$ cat src/hw/rtl/lpb_pkg.sv
package lpb_pkg;

   localparam int FRAC_BITS = 20;

   localparam int COL_W  = 12;
   localparam int ROW_W  = 12;
   localparam int RHO_W  = 23;
   localparam int F_W    = 24;
   localparam int GW_W   = 13;
   localparam int SIDE_W = 2;
   localparam int NUM_DIR = 9;

   localparam logic [GW_W-1:0] GW_RESET = GW_W'(256);

   // Signed width of the normal momentum; the fill dividends take one bit more.
   localparam int M_W   = 28;
   localparam int X_W   = M_W + 1;
   localparam int SUM_W = X_W + 1;
   localparam int NW    = M_W + FRAC_BITS;

   // Quotient bits produced by the divider chain, one per cell.
   localparam int QB = F_W + 1;

   // Division by three as a multiply by the reciprocal and one correction.
   localparam int DIV3_SHIFT = 30;
   localparam int R3_W       = 29;
   localparam logic [R3_W-1:0] R3 = R3_W'((64'd1 << DIV3_SHIFT) / 3);
   localparam int PROD_W     = X_W + R3_W;

   localparam logic signed [F_W-1:0] Q_MAX = {1'b0, {(F_W-1){1'b1}}};
   localparam logic signed [F_W-1:0] Q_MIN = {1'b1, {(F_W-1){1'b0}}};
   localparam logic [QB-1:0] QPOS_LIM = QB'((64'd1 << (F_W-1)) - 1);
   localparam logic [QB-1:0] QNEG_LIM = QB'(64'd1 << (F_W-1));

   localparam int COL_LSB = 0;
   localparam int ROW_LSB = COL_LSB + COL_W;
   localparam int RHO_LSB = ROW_LSB + ROW_W;
   localparam int F0_LSB  = RHO_LSB + RHO_W;
   localparam int IN_USED = F0_LSB + NUM_DIR * F_W;
   localparam int IN_W    = ((IN_USED + 7) / 8) * 8;

   localparam int OUT_USED = ROW_W + RHO_W + 5 * F_W + 1;
   localparam int OUT_W    = ((OUT_USED + 7) / 8) * 8;

   localparam int BUF_DEPTH = 2;

   typedef enum logic [SIDE_W-1:0] {
      SIDE_WEST = 2'd0,
      SIDE_EAST = 2'd1,
      SIDE_NONE = 2'd2
   } side_type;

   typedef struct packed {
      logic [ROW_W-1:0]        row;
      side_type                side;
      logic [RHO_W-1:0]        rho;
      logic signed [F_W-1:0]   fill_first;
      logic signed [F_W-1:0]   fill_second;
      logic signed [F_W-1:0]   fill_third;
      logic                    fill_sat;
      logic                    m_neg;
      logic                    m_zero;
      logic                    rho_zero;
      logic                    ovf;
      logic [RHO_W-1:0]        rem;
      logic [QB-1:0]           nlow;
      logic [QB-1:0]           quot;
   } chain_type;

   typedef struct packed {
      side_type          side;
      logic [OUT_W-1:0]  data;
   } res_type;

endpackage

$ cat src/hw/rtl/lpb_out.sv
module lpb_out (
   input  logic                        clock,
   input  logic                        reset,
   input  logic                        in_valid,
   input  lpb_pkg::chain_type          in_data,
   output logic                        ready,
   output logic                        rsp_tvalid,
   input  logic                        rsp_tready,
   output logic [lpb_pkg::OUT_W-1:0]   rsp_tdata,
   output logic [lpb_pkg::SIDE_W-1:0]  rsp_tuser
);

   localparam int F_W = lpb_pkg::F_W;
   localparam int QB  = lpb_pkg::QB;
   localparam int CNT_W = $clog2(lpb_pkg::BUF_DEPTH + 1);
   localparam logic [CNT_W-1:0] CNT_FULL = CNT_W'(lpb_pkg::BUF_DEPTH);
   localparam logic [CNT_W-1:0] CNT_ONE  = CNT_W'(1);

   logic signed [F_W-1:0] ux;
   logic                  ux_sat;
   logic [QB-1:0]         neg_q;
   lpb_pkg::res_type      result;

   lpb_pkg::res_type  head_ff, head_in, tail_ff, tail_in;
   logic [CNT_W-1:0]  count_ff, count_in;
   logic              push, pop;

   always_comb begin
      neg_q  = '0 - in_data.quot;
      ux     = '0;
      ux_sat = 1'b0;
      priority if (in_data.side == lpb_pkg::SIDE_NONE) begin
         ux = '0;
      end else if (in_data.rho_zero) begin
         if (in_data.m_zero) begin
            ux = '0;
         end else if (in_data.m_neg) begin
            ux     = lpb_pkg::Q_MIN;
            ux_sat = 1'b1;
         end else begin
            ux     = lpb_pkg::Q_MAX;
            ux_sat = 1'b1;
         end
      end else if (in_data.m_neg) begin
         if (in_data.ovf || (in_data.quot > lpb_pkg::QNEG_LIM)) begin
            ux     = lpb_pkg::Q_MIN;
            ux_sat = 1'b1;
         end else begin
            ux = neg_q[F_W-1:0];
         end
      end else begin
         if (in_data.ovf || (in_data.quot > lpb_pkg::QPOS_LIM)) begin
            ux     = lpb_pkg::Q_MAX;
            ux_sat = 1'b1;
         end else begin
            ux = in_data.quot[F_W-1:0];
         end
      end

      result.side = in_data.side;
      result.data = lpb_pkg::OUT_W'({in_data.fill_sat | ux_sat,
                                     in_data.fill_third,
                                     in_data.fill_second,
                                     in_data.fill_first,
                                     {F_W{1'b0}},
                                     ux,
                                     in_data.rho,
                                     in_data.row});
   end

   // Two-entry output buffer; ready depends on the registered fill level only.
   assign ready      = count_ff != CNT_FULL;
   assign rsp_tvalid = count_ff != '0;
   assign push       = in_valid && ready;
   assign pop        = rsp_tvalid && rsp_tready;

   always_comb begin
      head_in  = head_ff;
      tail_in  = tail_ff;
      count_in = count_ff;
      if (pop && (count_ff == CNT_FULL)) begin
         head_in = tail_ff;
      end else if (push && ((count_ff == '0) || pop)) begin
         head_in = result;
      end
      if (push && !pop && (count_ff == CNT_ONE)) begin
         tail_in = result;
      end
      if (push && !pop) begin
         count_in = count_ff + CNT_ONE;
      end else if (pop && !push) begin
         count_in = count_ff - CNT_ONE;
      end
   end

   always_ff @(posedge clock) begin
      if (reset) begin
         count_ff <= '0;
      end else begin
         count_ff <= count_in;
      end
   end

   always_ff @(posedge clock) begin
      head_ff <= head_in;
      tail_ff <= tail_in;
   end

   assign rsp_tdata = head_ff.data;
   assign rsp_tuser = head_ff.side;

endmodule

$ cat config.mk
export PLATFORM = sky130hd
export DESIGN_NAME = lpb_out
export DESIGN_NICKNAME = d
export VERILOG_FILES = /design/src/hw/rtl/lpb_pkg.sv /design/src/hw/rtl/lpb_out.sv
export SDC_FILE = /design/constraint.sdc
export NUM_CORES = 1
export LEC_CHECK = 0
export BUFFER_PORTS_ARGS = -buffer_cell sky130_fd_sc_hd__buf_2
export CORE_AREA = 4 4 127 177
export DETAILED_ROUTE_END_ITERATION = 8
export DIE_AREA = 0 0 131 181
export MAX_ROUTING_LAYER = met4
export PLACE_DENSITY_LB_ADDON = 0.15
export SLEW_MARGIN = 15
export SYNTH_ARGS = -nofsm -noshare
export SYNTH_HDL_FRONTEND = slang
export SYNTH_SLANG_ARGS = --single-unit
export TNS_END_PERCENT = 20
$ cat constraint.sdc
create_clock -name clock -period 14.3 [get_ports clock]
set_input_delay 3.575 -clock clock [delete_from_list [all_inputs] [get_ports clock]]
set_output_delay 3.575 -clock clock [all_outputs]
set_load 0.02 [all_outputs]
Word-level counts from Yosys, hierarchy flattened
Cells that the tools add are included.

Register bits after elaboration: 270. Latch bits: 0. Memory bits (writable): 0. ROM bits: 0. Bits of input ports: 191. Logic and storage cells: 48. Memories: 0.

Add/subtract/negate cells: 3. Multipliers: 0. Div/mod/pow operators: 0. Magnitude comparators: 2. Equality and inequality tests: 4. Shift-type cells: 0. Muxes and demuxes: 17. Bitwise operators: 1. Reductions and logical operators: 16.

Operator list (count): two-way mux 162 bit (2); two-way mux 24 bit (7); > comparator 25 x 23 -> 1 bit (second input constant) (1); > comparator 25 x 24 -> 1 bit (second input constant) (1); subtractor 1 x 24 -> 24 bit (first input constant) (1); logical AND 1 bit (7); two-way mux 1 bit (6); nonzero test 2 bit (3); equality test 2 bit (second input constant) (2); two-way mux 2 bit (2); logical OR 1 bit (3); adder 2 x 1 -> 2 bit (second input constant) (1); equality test 2 x 1 -> 1 bit (second input constant) (1); zero test 1 bit (2); zero test 2 bit (1); != test 2 bit (second input constant) (1); subtractor 2 x 1 -> 2 bit (second input constant) (1); OR 1 bit (1).

Longest topological paths before layout
Depth after elaboration: 9. Mapped depth: 8. Mapped depth without buffers: 8.

Worst setup path after synthesis
OpenSTA, ideal clock, no wires.

Path type: input to register. From: input rsp_tready. To: register head_ff, in the netlist rsp_tdata[0], enable pin. Library setup time: 673 ps. Data arrival time: 10129 ps. Data required time: 13627 ps. Slack: 3499 ps. Stages: 2. Buffers on the path: 0. Cell sequence: o22ai_1 > a21oi_1.

Cells in the longest elaborated chain, start to end: 4.

RTL lines: start, declared (line lpb_out.sv:8) `input logic rsp_tready,`; logical AND 1 bit * (line lpb_out.sv:75) `assign pop = rsp_tvalid && rsp_tready;`; logical OR 1 bit (line lpb_out.sv:83) `end else if (push && ((count_ff == '0) || pop)) begin`; logical AND 1 bit (line lpb_out.sv:83); nonzero test 2 bit (no line) *; end signal, assigned (line lpb_out.sv:105) `head_ff <= head_in;`; end, declared (line lpb_out.sv:24) `lpb_pkg::res_type head_ff, head_in, tail_ff, tail_in;`.

Every way passes the cells marked *; elsewhere a longest branch is shown, timed or not. A chain may end at the register's enable or synchronous reset.

Final worst setup path
From: input rsp_tready. To: register tail_ff[43] (netlist name), enable pin.

Cells in the longest elaborated chain, start to end: 4.

RTL lines: logical AND 1 bit (line lpb_out.sv:75); zero test 1 bit (line lpb_out.sv:86) `if (push && !pop && (count_ff == CNT_ONE)) begin`; logical AND 1 bit (2 in series) (line lpb_out.sv:86); end signal, assigned (line lpb_out.sv:106) `tail_ff <= tail_in;`; end, declared (line lpb_out.sv:24).

No other way between the ends.

==> flow_metrics.tcl <==
set metrics [dict create \
    area_growth_syn_to_layout_pct 20.6 \
    setup_slack_ps 8630 \
    syn-cell-area_sq_mm 0.0113 \
    finalCriticalPeriod_ps 5670 \
    die_height_um 181 \
    cp_max_fo 73 \
    post_drt_wl_per_cell_um 18.5 \
    h-tree-depth 1 \
    syn_area_per_cell_sq_um 12.3 \
    synthFlopType "edfxtp_1" \
    numCtsBuffers 26 \
    clock_latency_ps 510 \
    synth_top_cell_by_area "edfxtp_1" \
    r2r_cells 6 \
    clock_sinks 270 \
    swShare_pct 31.0 \
    cts_buffer_depth 3 \
    rrSetupSlack_ps 11040 \
    async_reset_ff_share_pct 0 \
    yosys-top-cells-area "edfxtp_1, nand2_1, buf_4, clkbuf_1, o21ai_0" \
    min_path_cells 2 \
    syn_inst 921 \
    post_cts_buffers 0 \
    min-delay-start "tail_ff[33]" \
    dr.pass1.iters 5 \
    finalHoldViolations 0 \
    cts.reportedPaths.clkPinSlew_ps 60 \
    worstPathRequired_ps 14420 \
    grt_start_max_net_pins 74 \
    gr-total-overflow 0 \
    worst-slew-pin-transition_ps 1020 \
    p_switching_mw 0.717 \
    grt_pass1_wl_mm 41.2 \
    final_common_cell "nand2_1" \
    p_seq_share_pct 49.1 \
    drive_gt1_share_pct 27.5 \
    reg2reg_to "rsp_tdata[141]" \
    grt_usage_pct 22.9 \
    top_usage_layer "met2" \
    worstHoldPathType "reg2reg" \
    cts_tree "done" \
    drv_cap 0 \
    drc 0 \
    clock_power_share_pct 27.6 \
    ys_ff_latch 270 \
    rsz0062_at_grt "no" \
    avgViaCountPerCell 5.29 \
    setup_violations 0 \
    synth_cell_types 60 \
    crit_path_start_kind "input pin" \
    dp_hpwl_mm 18.2 \
    status "finished, final reports clean" \
    power_per_cell_area_mw_per_mm2 170 \
    numPortBuffers 278 \
    clock_skew_ps 10.0 \
    critical_path_class "in2reg" \
    die_x_um 131 \
    start_util_pct 53.7 \
    first_iter_violations 618 \
    r2r-start "count_ff[0]" \
    grt_use_met1_pct 28.2 \
    min_to "rsp_tdata[33]" \
    p_comb_share_pct 23.3 \
    grt_pass1_vias 7474 \
    ant_nets 0 \
    end_kind "flip-flop" \
    ioPinCount 355 \
    p_leak_nw 5.57 \
    drv_slew 0 \
    setup_tns_ps 0 \
    dp_slack_ps 8080 \
    die_area_sq_mm 0.0237 \
    fin_crit_sh_pct 39.7 \
    maxSlewHeadroom_pct 31.8 \
    drt_wl_total_mm 27.3 \
    synth_warnings 0 \
    ys_seq_area_share_pct 71.6 \
    synth_top_area_share_pct 71.2 \
    routabilityCongestion 0.926 \
    cts-root-buf "clkbuf_16" \
    postCtsHoldBufs 0 \
    grtUsageMet2_pct 38.1 \
    worstPathArrival_ps 5790 \
    cts_resized 0 \
    synth_edf_count 268 \
    grtUsageMet3_pct 3.25 \
    nNetsFinal 1386 \
    num_vias 7809 \
    core_area_sq_mm 0.0210 \
    antenna_found_initial 8 \
    rows 63 \
    max-vdd-ir-drop_v 0.000186 \
    final_cell_mix "nand2_1, buf_2, edfxtp_1" \
    final_core_util_pct 64.7 \
    p_int_mw 1.60 \
    max_clock_freq_ghz 0.176 \
]
-- worst max path at each step --
stage          slack [ps]  cells past startpoint           end       start
2_1_floorplan        3500                      2  rsp_tdata[0]  rsp_tready
3_3_place_gp         8070                      5   tail_ff[46]  rsp_tready
3_5_place_dp         8080                      5   tail_ff[50]  rsp_tready
4_1_cts              8620                      5   tail_ff[43]  rsp_tready
5_1_grt              8440                      5   tail_ff[53]  rsp_tready
6_report             8630                      5   tail_ff[43]  rsp_tready
-- kinds of logic (layout without fill, tap and decap cells) --
family / Yosys count / count (layout) / share of synthesized area, %
buffers and inverters: 83 / 343 / 3.78
AO/OA/AOI/OAI: 108 / 108 / 6.41
AND/OR/NAND/NOR: 446 / 446 / 17.0
other: 1 / 36 / 0.0332
adder cells (fa/ha/maj): 6 / 6 / 0.664
XOR/XNOR: 7 / 7 / 0.543
flip-flops: 270 / 270 / 71.6
-- per-stage QoR --
step           area [sq um]  cells  total power, mW  hold slack, ps
2_1_floorplan         11400    948             1.53             481
3_3_place_gp          12800   1421             1.69             488
3_5_place_dp          12800   1421             1.70             493
4_1_cts               13600   1468             2.34             509
5_1_grt               13600   1475             2.43             523
6_report              13600   1476             2.31             506
-- power by group through the flow --
stage / logic [mW] / clock network [mW] / registers [mW]
after floorplan: 0.202 / 0 / 1.33
after global placement: 0.543 / 0 / 1.15
after detailed placement: 0.546 / 0 / 1.15
after CTS: 0.547 / 0.655 / 1.14
after global routing: 0.585 / 0.693 / 1.15
final: 0.539 / 0.639 / 1.14
-- state kept, by name, summed over array words and instances, names as in the netlist --
register and flops:
count_ff 2, rsp_tdata 132, rsp_tuser 2, tail_ff 134
-- area by class of cell --
| type | count | area [sq um] |
|---|---|---|
| fill | 1690 | 7420 |
| sequential | 270 | 8090 |
| multi-input combinational | 595 | 2920 |
| clock buffer | 37 | 713 |
| clock inverter | 10 | 71.3 |
| antenna | 8 | 20.0 |
| inverter | 11 | 41.3 |
| tap | 260 | 325 |
| timing repair buffer | 285 | 1440 |
-- worst max-delay path: stages --
cell	delay, ps
buf_2	130
nand2b_1	160
ha_1	210
and2_4	710
buf_4	890
-- Yosys cell counts (4+ instances only) --
| cell type | number |
|---|---|
| xnor2_1 | 4 |
| o22ai_1 | 5 |
| clkbuf_1 | 41 |
| inv_1 | 10 |
| ha_1 | 6 |
| nand2b_1 | 6 |
| nand2_1 | 350 |
| nor3_1 | 8 |
| o311ai_0 | 4 |
| nor2_1 | 27 |
| or3_1 | 4 |
| o21ai_1 | 6 |
| a21oi_1 | 24 |
| edfxtp_1 | 268 |
| o21ai_0 | 25 |
| buf_4 | 28 |
| nand4_1 | 8 |
| nand3_1 | 10 |
| nor4_1 | 8 |
| a22o_1 | 4 |
| a31oi_1 | 7 |
-- metal layers --
layer	part of all wire (%)	vias up
met5	0	-
met4	2.7	0
met3	7.1	51
met2	52	310
met1	38	3660
li1	-	3788
No activity file was read; power rests on OpenSTA's default activity.
