<file path="src/hw/rtl/lpb_pkg.sv">
package lpb_pkg;

   localparam int FRAC_BITS = 20;

   localparam int COL_W  = 12;
   localparam int ROW_W  = 12;
   localparam int RHO_W  = 23;
   localparam int F_W    = 24;
   localparam int GW_W   = 13;
   localparam int SIDE_W = 2;
   localparam int NUM_DIR = 9;

   localparam logic [GW_W-1:0] GW_RESET = GW_W'(256);

   // Signed width of the normal momentum; the fill dividends take one bit more.
   localparam int M_W   = 28;
   localparam int X_W   = M_W + 1;
   localparam int SUM_W = X_W + 1;
   localparam int NW    = M_W + FRAC_BITS;

   // Quotient bits produced by the divider chain, one per cell.
   localparam int QB = F_W + 1;

   // Division by three as a multiply by the reciprocal and one correction.
   localparam int DIV3_SHIFT = 30;
   localparam int R3_W       = 29;
   localparam logic [R3_W-1:0] R3 = R3_W'((64'd1 << DIV3_SHIFT) / 3);
   localparam int PROD_W     = X_W + R3_W;

   localparam logic signed [F_W-1:0] Q_MAX = {1'b0, {(F_W-1){1'b1}}};
   localparam logic signed [F_W-1:0] Q_MIN = {1'b1, {(F_W-1){1'b0}}};
   localparam logic [QB-1:0] QPOS_LIM = QB'((64'd1 << (F_W-1)) - 1);
   localparam logic [QB-1:0] QNEG_LIM = QB'(64'd1 << (F_W-1));

   localparam int COL_LSB = 0;
   localparam int ROW_LSB = COL_LSB + COL_W;
   localparam int RHO_LSB = ROW_LSB + ROW_W;
   localparam int F0_LSB  = RHO_LSB + RHO_W;
   localparam int IN_USED = F0_LSB + NUM_DIR * F_W;
   localparam int IN_W    = ((IN_USED + 7) / 8) * 8;

   localparam int OUT_USED = ROW_W + RHO_W + 5 * F_W + 1;
   localparam int OUT_W    = ((OUT_USED + 7) / 8) * 8;

   localparam int BUF_DEPTH = 2;

   typedef enum logic [SIDE_W-1:0] {
      SIDE_WEST = 2'd0,
      SIDE_EAST = 2'd1,
      SIDE_NONE = 2'd2
   } side_type;

   typedef struct packed {
      logic [ROW_W-1:0]        row;
      side_type                side;
      logic [RHO_W-1:0]        rho;
      logic signed [F_W-1:0]   fill_first;
      logic signed [F_W-1:0]   fill_second;
      logic signed [F_W-1:0]   fill_third;
      logic                    fill_sat;
      logic                    m_neg;
      logic                    m_zero;
      logic                    rho_zero;
      logic                    ovf;
      logic [RHO_W-1:0]        rem;
      logic [QB-1:0]           nlow;
      logic [QB-1:0]           quot;
   } chain_type;

   typedef struct packed {
      side_type          side;
      logic [OUT_W-1:0]  data;
   } res_type;

endpackage

</file>
<file path="src/hw/rtl/lpb_cell.sv">
module lpb_cell (
   input  logic                clock,
   input  logic                reset,
   input  logic                enable,
   input  logic                in_valid,
   input  lpb_pkg::chain_type  in_data,
   output logic                out_valid,
   output lpb_pkg::chain_type  out_data
);

   localparam int RHO_W = lpb_pkg::RHO_W;
   localparam int QB    = lpb_pkg::QB;

   logic [RHO_W:0]      trial;
   logic                take;
   lpb_pkg::chain_type  data_in, data_ff;
   logic                valid_ff;

   // One restoring step: bring down the next dividend bit and subtract if it fits.
   always_comb begin
      trial        = {in_data.rem, in_data.nlow[QB-1]};
      take         = trial >= {1'b0, in_data.rho};
      data_in      = in_data;
      data_in.rem  = take ? RHO_W'(trial - {1'b0, in_data.rho}) : trial[RHO_W-1:0];
      data_in.nlow = {in_data.nlow[QB-2:0], 1'b0};
      data_in.quot = {in_data.quot[QB-2:0], take};
   end

   always_ff @(posedge clock) begin
      if (reset) begin
         valid_ff <= 1'b0;
      end else if (enable) begin
         valid_ff <= in_valid;
      end
   end

   always_ff @(posedge clock) begin
      if (enable) begin
         data_ff <= data_in;
      end
   end

   assign out_valid = valid_ff;
   assign out_data  = data_ff;

endmodule

</file>
<file path="config.mk">
export PLATFORM = sky130hd
export DESIGN_NAME = lpb_cell
export DESIGN_NICKNAME = d
export VERILOG_FILES = /design/src/hw/rtl/lpb_pkg.sv /design/src/hw/rtl/lpb_cell.sv
export SDC_FILE = /design/constraint.sdc
export NUM_CORES = 1
export LEC_CHECK = 0
export BUFFER_PORTS_ARGS = -buffer_cell sky130_fd_sc_hd__buf_2
export CORE_AREA = 2 2 147 149
export DETAILED_ROUTE_END_ITERATION = 12
export DIE_AREA = 0 0 149 151
export PLACE_DENSITY = 0.64
export SYNTH_ARGS = -nofsm -noshare
export SYNTH_HDL_FRONTEND = slang
export SYNTH_SLANG_ARGS = --single-unit
</file>
<file path="constraint.sdc">
create_clock -name clock -period 6.7 [get_ports clock]
set_input_delay 1.005 -clock clock [delete_from_list [all_inputs] [get_ports clock]]
set_output_delay 1.005 -clock clock [all_outputs]
set_load 0.03 [all_outputs]
</file>
# [Word-level counts from Yosys, hierarchy flattened]
# Index checks and enable logic that the tools add are counted.
[totals] wordCells=18 output_inout_bits=188 inputBits=191 ff_bits=187
[op_classes] addsub=1 muxes=1 order_cmp=1
[ops] op="$ge 24x23->1" n=1
[ops] op="$mux 23" n=1
[ops] op="$sub 23x23->23" n=1

# [Depth between registers and ports, before layout]
# Gate-level depths: netlist of run 1.
[depth] depth_word=2 depth_mapped=11 mapped_depth_nobuf=10

# [Least setup slack after synthesis of run 1]
# No wires, ideal clock.
[synth_path] path_type="input-to-reg" from="input port in_data[49] in the netlist's numbering" to="register data_ff (netlist bit out_data[57]) (data pin)" cell_stages=11 t_arrival_ns=3.215 path_buffers=1 setup_slack_ns=3.225 setup_ns=0.260 t_required_ns=6.440 cell_sequence="inv_1 > ha_1 > fa_1 > and2b_1 > o21bai_1 > a311o_1 > a21o_4 > a31oi_4 > nor2_4 > buf_12 > mux2_4"
[synth_lines] element="start: declaration" line="lpb_cell.sv:6" text="input lpb_pkg::chain_type in_data,"
[synth_lines] element="end signal: assignment" line="lpb_cell.sv:39" text="data_ff <= data_in;"
[synth_lines] element="end: declaration" line="lpb_cell.sv:16" text="lpb_pkg::chain_type data_in, data_ff;"

==> flow_summary.yaml, run 1 <==
global_routing:
  grt_antenna_before_repair: 7
  grt_pass1_wl_um: 30540
  grt_max_degree: 121
  overflow: 0
  grt_pass1_vias: 4981
  grt_usage_pct: 18.64
power_and_ir_drop:
  vdd_drop_max_v: 0.0001414
  p_sw_w: 0.0009273
  p_seq_share_pct: 47.3
  p_int_w: 0.002103
  p_leak_nw: 4.458
  clock_power_share_pct: 33.3
  swShare_pct: 30.60
  combPwrFrac_pct: 19.5
  p_total_w: 0.003031
  powerDensity_mw_per_mm2: 299.0
final_layout:
  final_common_cell: "buf_2"
  syn_to_final_growth_pct: 38.66
  mostFrequentLayoutCells: "buf_2, edfxtp_1, inv_1, ha_1, nand2_1"
  fillers: 1862
  drive_above_1_share_pct: 51.50
  stdcell_area_mm2: 0.01014
  fin_nets: 1033
detailed_routing:
  routedWlPerCell_um: 20.05
  via_count: 5209
  drt_iter0_drc: 273
  vias_per_cell: 4.689
  routed_wl_um: 22280
  ant_nets: 0
  dr.pass1.iters: 4
  drc: 0
floorplanning:
  row_count: 53
  coreArea_mm2: 0.02082
  die_h_um: 151
  die_w_um: 149
  initial_core_util_pct: 35.11
  io_pins: 379
  dieArea_mm2: 0.02250
placement:
  dpl_cell_area_mm2: 0.009513
  gp_routability_congestion: 0.9108
  io_buffers: 376
  place_hpwl_um: 17130
worst_setup_path:
  cp.arrival_ns: 3.70
  cp_cell_sequence: "buf_2 -> inv_1 -> ha_1 -> fa_1 -> and2b_1 -> o21bai_1 -> a311o_1 -> a21o_4 -> a31oi_4 -> nor2_4 -> mux2_2"
  worst_setup_path_end_kind: "register"
  path_max_fanout: 24
  required_ns: 6.88
  critical-path-slowest-cell: "nor2_4"
  crit_path_start_kind: "input pin"
  path_class: "in -> reg"
  r2r_cells: 2
  slowest_delay_ns: 0.67
  crit_start: "in_data[49]"
  reg2reg_from: "out_valid$_SDFFE_PP0P_"
yosys:
  synth_top_family_by_area: "compound AO/OA/AOI/OAI gates"
  synth.avg_cell_area_um2: 17.12
  synthXorXnorAreaFrac_pct: 2.037
  netlist_area_mm2: 0.007311
  ys_types: 50
  syn_inst: 427
  synth_compound_gate_area_share_pct: 7.120
  ys_seq_area_share_pct: 76.67
  synth_flop_cell: "edfxtp_1"
  synth-seq-cells: 187
  synthSimpleGateAreaFrac_pct: 4.518
  muxShareOfSynthArea_pct: 3.354
  synth-edff-count: 186
  async_flop_share_pct: 0
  synthAdderAreaFrac_pct: 4.210
  syn_nets: 642
  yosysWarnings: 0
sta:
  fin_crit_ns: 3.518
  period_share_pct: 52.50
  whs_ns: 0.5063
  max_freq_mhz: 284.3
  hold_viol: 0
  slew_headroom_pct: 28.03
  tightest_slew_ns: 1.071
  finalSetupViolCount: 0
  slew_viol_final: 0
  rsz0062_at_grt: "no"
  fin_tns_setup_ns: 0
  fin_skew_ns: 0
hold_path:
  hold_path.class: "reg -> reg"
  min_from: "out_valid$_SDFFE_PP0P_"
  worstHoldPathCells: 2
flow_run:
  maxCapViolations: 0
clocking:
  cts.htree.levels: 4
  post_cts_buffers: 0
  hold_buffers: 0
  cts_buffers: 17
  insertion_delay_ns: 0.42
  root_buffer: "clkbuf_16"
  cts_tree: "built"
  cts-resized-gates: 0
  cts.sinks: 187
  clkSlewWorstSetupHoldPaths_ns: 0.07
  cts_max_path_buffers: 2
status:
  status: "finished clean"
## power by group through the flow
stage / Combinational [W] / Clock [W] / Sequential (W)
floorplan: 0.000150 / 0 / 0.00167
finish: 0.000590 / 0.00101 / 0.00143
global placement: 0.000587 / 0 / 0.00146
global route: 0.000624 / 0.00107 / 0.00144
detailed placement: 0.000592 / 0 / 0.00146
CTS: 0.000595 / 0.00103 / 0.00143
## metal layers
metal | GRT usage [%] | up-vias | wire length, µm
li1 | - | 2428 | -
met1 | 21.62 | 2500 | 8352
met2 | 31.66 | 238 | 11260
met3 | 7.078 | 37 | 2042
met4 | 6.714 | 6 | 579
met5 | 0 | - | 44
## worst max-delay path: cells and delay by family
| kind | cells | cell delay [ns] |
|---|---|---|
| and+or+nand+nor | 2 | 0.87 |
| buffers and inverters | 2 | 0.16 |
| muxes | 1 | 0.41 |
| AOI/OAI and AO/OA | 4 | 0.82 |
| adders and majority gates | 2 | 0.41 |
## sequential cells by signal, summed over array words and instances (netlist names)
register / count
out_data: 186
out_valid: 1
## layout make-up
| cell class | instances | area, µm² | area share (%) |
|---|---|---|---|
| flip-flops and latches | 187 | 5605 | 55.30 |
| repair buffers | 377 | 1898 | 18.72 |
| multi-input cells | 206 | 1556 | 15.35 |
| clock buffers | 18 | 429.2 | 4.234 |
| well taps | 275 | 344.1 | 3.394 |
| clock inverters | 14 | 182.7 | 1.802 |
| inverters | 29 | 108.9 | 1.074 |
| diodes | 5 | 12.51 | 0.1234 |
## synth_stat cells (2+ instances only)
cell type / n / area share [%]
a21o_1: 10 / 1.0
a21oi_1: 17 / 1.2
a311o_1: 2 / 0.27
a31oi_1: 8 / 0.68
and3_1: 2 / 0.17
clkbuf_1: 2 / 0.10
edfxtp_1: 186 / 76
ha_1: 23 / 3.9
inv_1: 29 / 1.5
mux2_2: 4 / 0.62
mux2_4: 10 / 2.1
mux2i_1: 5 / 0.68
nand2_1: 19 / 0.98
nand3_1: 12 / 0.82
nand4_1: 4 / 0.34
nor2_1: 16 / 0.82
nor2b_1: 3 / 0.26
nor3_1: 3 / 0.21
nor4b_1: 2 / 0.24
o21a_1: 2 / 0.21
o21ai_0: 16 / 1.1
o21ai_1: 2 / 0.14
o21bai_1: 4 / 0.41
o2bb2ai_1: 2 / 0.24
o31ai_1: 2 / 0.21
or3_1: 3 / 0.26
xnor2_1: 12 / 1.4
xor2_1: 5 / 0.60
## worst paths after layout
kind	to	slack [ns]
worst min register to register	out_valid$_SDFFE_PP0P_	0.51
worst max-delay path	out_data[55]$_DFFE_PP_	3.18
worst min-delay path	out_valid$_SDFFE_PP0P_	0.51
worst max register to register	out_valid$_SDFFE_PP0P_	6.10
## cells by family after synthesis
kind of cell,after synthesis
flip-flops,187
XOR/XNOR,17
AO/OA/AOI/OAI,77
multiplexers,19
buffers and inverters,34
adder cells (fa/ha/maj),24
other,1
AND/OR/NAND/NOR,68
## per-stage QoR
step | setup WS (ns) | util (%) | instances
CTS | 3.173 | 48.62 | 1106
floorplan | 3.225 | - | 427
finish | 3.182 | 48.68 | 1111
detailed placement | 2.707 | 45.69 | 1074
global route | 3.003 | 48.64 | 1107
global placement | 2.768 | 45.69 | 1074
Note: power is estimated with default switching activity, not from simulation.
==> run 2: changes to the inputs <==
PLACE_DENSITY = 0.66   (was 0.64)
clock period = 2.9 ns   (was 6.7 ns; I/O delays follow)
==> flow_summary.yaml, run 2 (synthesis results as in run 1) <==
sta:
  max_freq_mhz: 378.2
  rsz0062_at_grt: "no"
  slew_viol_final: 0
  tightest_slew_ns: 0.5691
  fin_crit_ns: 2.644
  slew_headroom_pct: 61.66
  fin_skew_ns: 0
  setup_ws_ns: 0.2556
  finalSetupViolCount: 0
  hold_viol: 0
  whs_ns: 0.1659
  period_share_pct: 91.19
global_routing:
  grt_antenna_before_repair: 3
  grt_pass1_wl_um: 31110
  overflow: 0
  grt_pass1_vias: 5184
  use_met3_pct: 6.024
  grt_max_degree: 77
  grt_usage_pct: 18.95
  use_met1_pct: 20.22
  busiest_layer: "met2"
  use_met2_pct: 34.68
floorplanning:
  io_pins: 379
  row_count: 53
  die_w_um: 149
  dieArea_mm2: 0.02250
  coreArea_mm2: 0.02082
  initial_core_util_pct: 35.11
  die_h_um: 151
detailed_routing:
  via_count: 5307
  routed_wl_um: 22300
  ant_nets: 0
  vias_per_cell: 4.668
  routedWlPerCell_um: 19.61
  drc: 0
  dr.pass1.iters: 5
  drt_iter0_drc: 380
clocking:
  cts.htree.levels: 4
  hold_buffers: 0
  cts_buffers: 17
  insertion_delay_ns: 0.42
  cts_max_path_buffers: 2
  clkSlewWorstSetupHoldPaths_ns: 0.08
  cts.sinks: 187
  root_buffer: "clkbuf_16"
  post_cts_buffers: 0
  cts_tree: "built"
  cts-resized-gates: 0
power_and_ir_drop:
  powerDensity_mw_per_mm2: 680.8
  combPwrFrac_pct: 20.1
  vdd_drop_max_v: 0.0003613
  p_int_w: 0.004898
  clock_power_share_pct: 33.1
  p_seq_share_pct: 46.8
  swShare_pct: 30.66
  p_sw_w: 0.002166
  p_leak_nw: 4.611
placement:
  io_buffers: 376
  place_ws_ns: -0.1861
  dpl_cell_area_mm2: 0.009768
  gp_routability_congestion: 0.9032
  place_hpwl_um: 17470
worst_setup_path:
  worst_setup_path_end_kind: "register"
  crit_path_start_kind: "input pin"
  required_ns: 3.06
  path_max_fanout: 10
  cp.arrival_ns: 2.81
  path_class: "in -> reg"
final_layout:
  drive_above_1_share_pct: 53.14
  mostFrequentLayoutCells: "buf_2, edfxtp_1, inv_1, buf_4, ha_1"
  post-route-util_pct: 49.83
  fin_nets: 1062
  final_common_cell: "buf_2"
  syn_to_final_growth_pct: 41.91
  stdcell_area_mm2: 0.01038
  largest_reg_flops: 186
status:
  status: "finished clean"
hold_path:
  hold_path.class: "in -> reg"
flow_run:
  maxCapViolations: 0
## run 2: cell types whose count changed in the layout (fill, tap and decap cells not counted), sizes merged
cell | previous run | this run
diode | 5 | 2
inv | 32 | 35
clkbuf | 19 | 18
buf | 376 | 405
clkinv | 11 | 9
## run 2: power groups by stage
stage                     logic, W  clock network (W)  registers [W]
final                      0.00142            0.00234        0.00331
after floorplan           0.000346                  0        0.00387
after detailed placement   0.00143                  0        0.00337
after global placement     0.00141                  0        0.00336
after global routing       0.00151            0.00248        0.00333
after CTS                  0.00143            0.00240        0.00331
## run 2: per-layer routing
metal  up-vias  part of all wire [%]  routed length (µm)
met5         -                  0.12                  27
met4         4                   2.3                 515
met3        29                   8.2                1836
met2       232                    54               12000
met1      2557                    36                7923
li1       2485                     -                   -
## run 2: worst max-delay path, cell delays in order
cell,delay [ns]
buf_2,0.09
inv_1,0.04
ha_1,0.22
fa_1,0.42
and2b_1,0.23
o21bai_1,0.08
a311o_1,0.30
a21o_4,0.24
a31oi_4,0.19
nor2_4,0.07
buf_4,0.19
mux2_4,0.30
## run 2: area by class of cell
type	count	area, µm²
Timing Repair Buffer	406	2153
Clock buffer	17	425.4
Inverter	29	108.9
Tap cell	275	344.1
Sequential cell	187	5605
Clock inverter	15	176.4
Multi-Input combinational cell	206	1556
Fill cell	1861	10450
Antenna cell	2	5.005
## run 2: final timing paths
kind	start	end	slack, ns	cells after the start
min	in_data[148]	out_data[148]$_DFFE_PP_	0.17	1
max	in_data[49]	out_data[69]$_DFFE_PP_	0.26	12
max reg2reg	out_valid$_SDFFE_PP0P_	out_valid$_SDFFE_PP0P_	2.31	2
min reg2reg	out_valid$_SDFFE_PP0P_	out_valid$_SDFFE_PP0P_	0.51	2
## run 2: metrics by stage
stage	instances	setup TNS, ns	power [W]
global route	1136	0	0.007315
floorplan	427	0	0.004215
detailed placement	1103	-2.456	0.004797
CTS	1135	0	0.007138
global placement	1103	-1.839	0.004774
finish	1137	0	0.007063
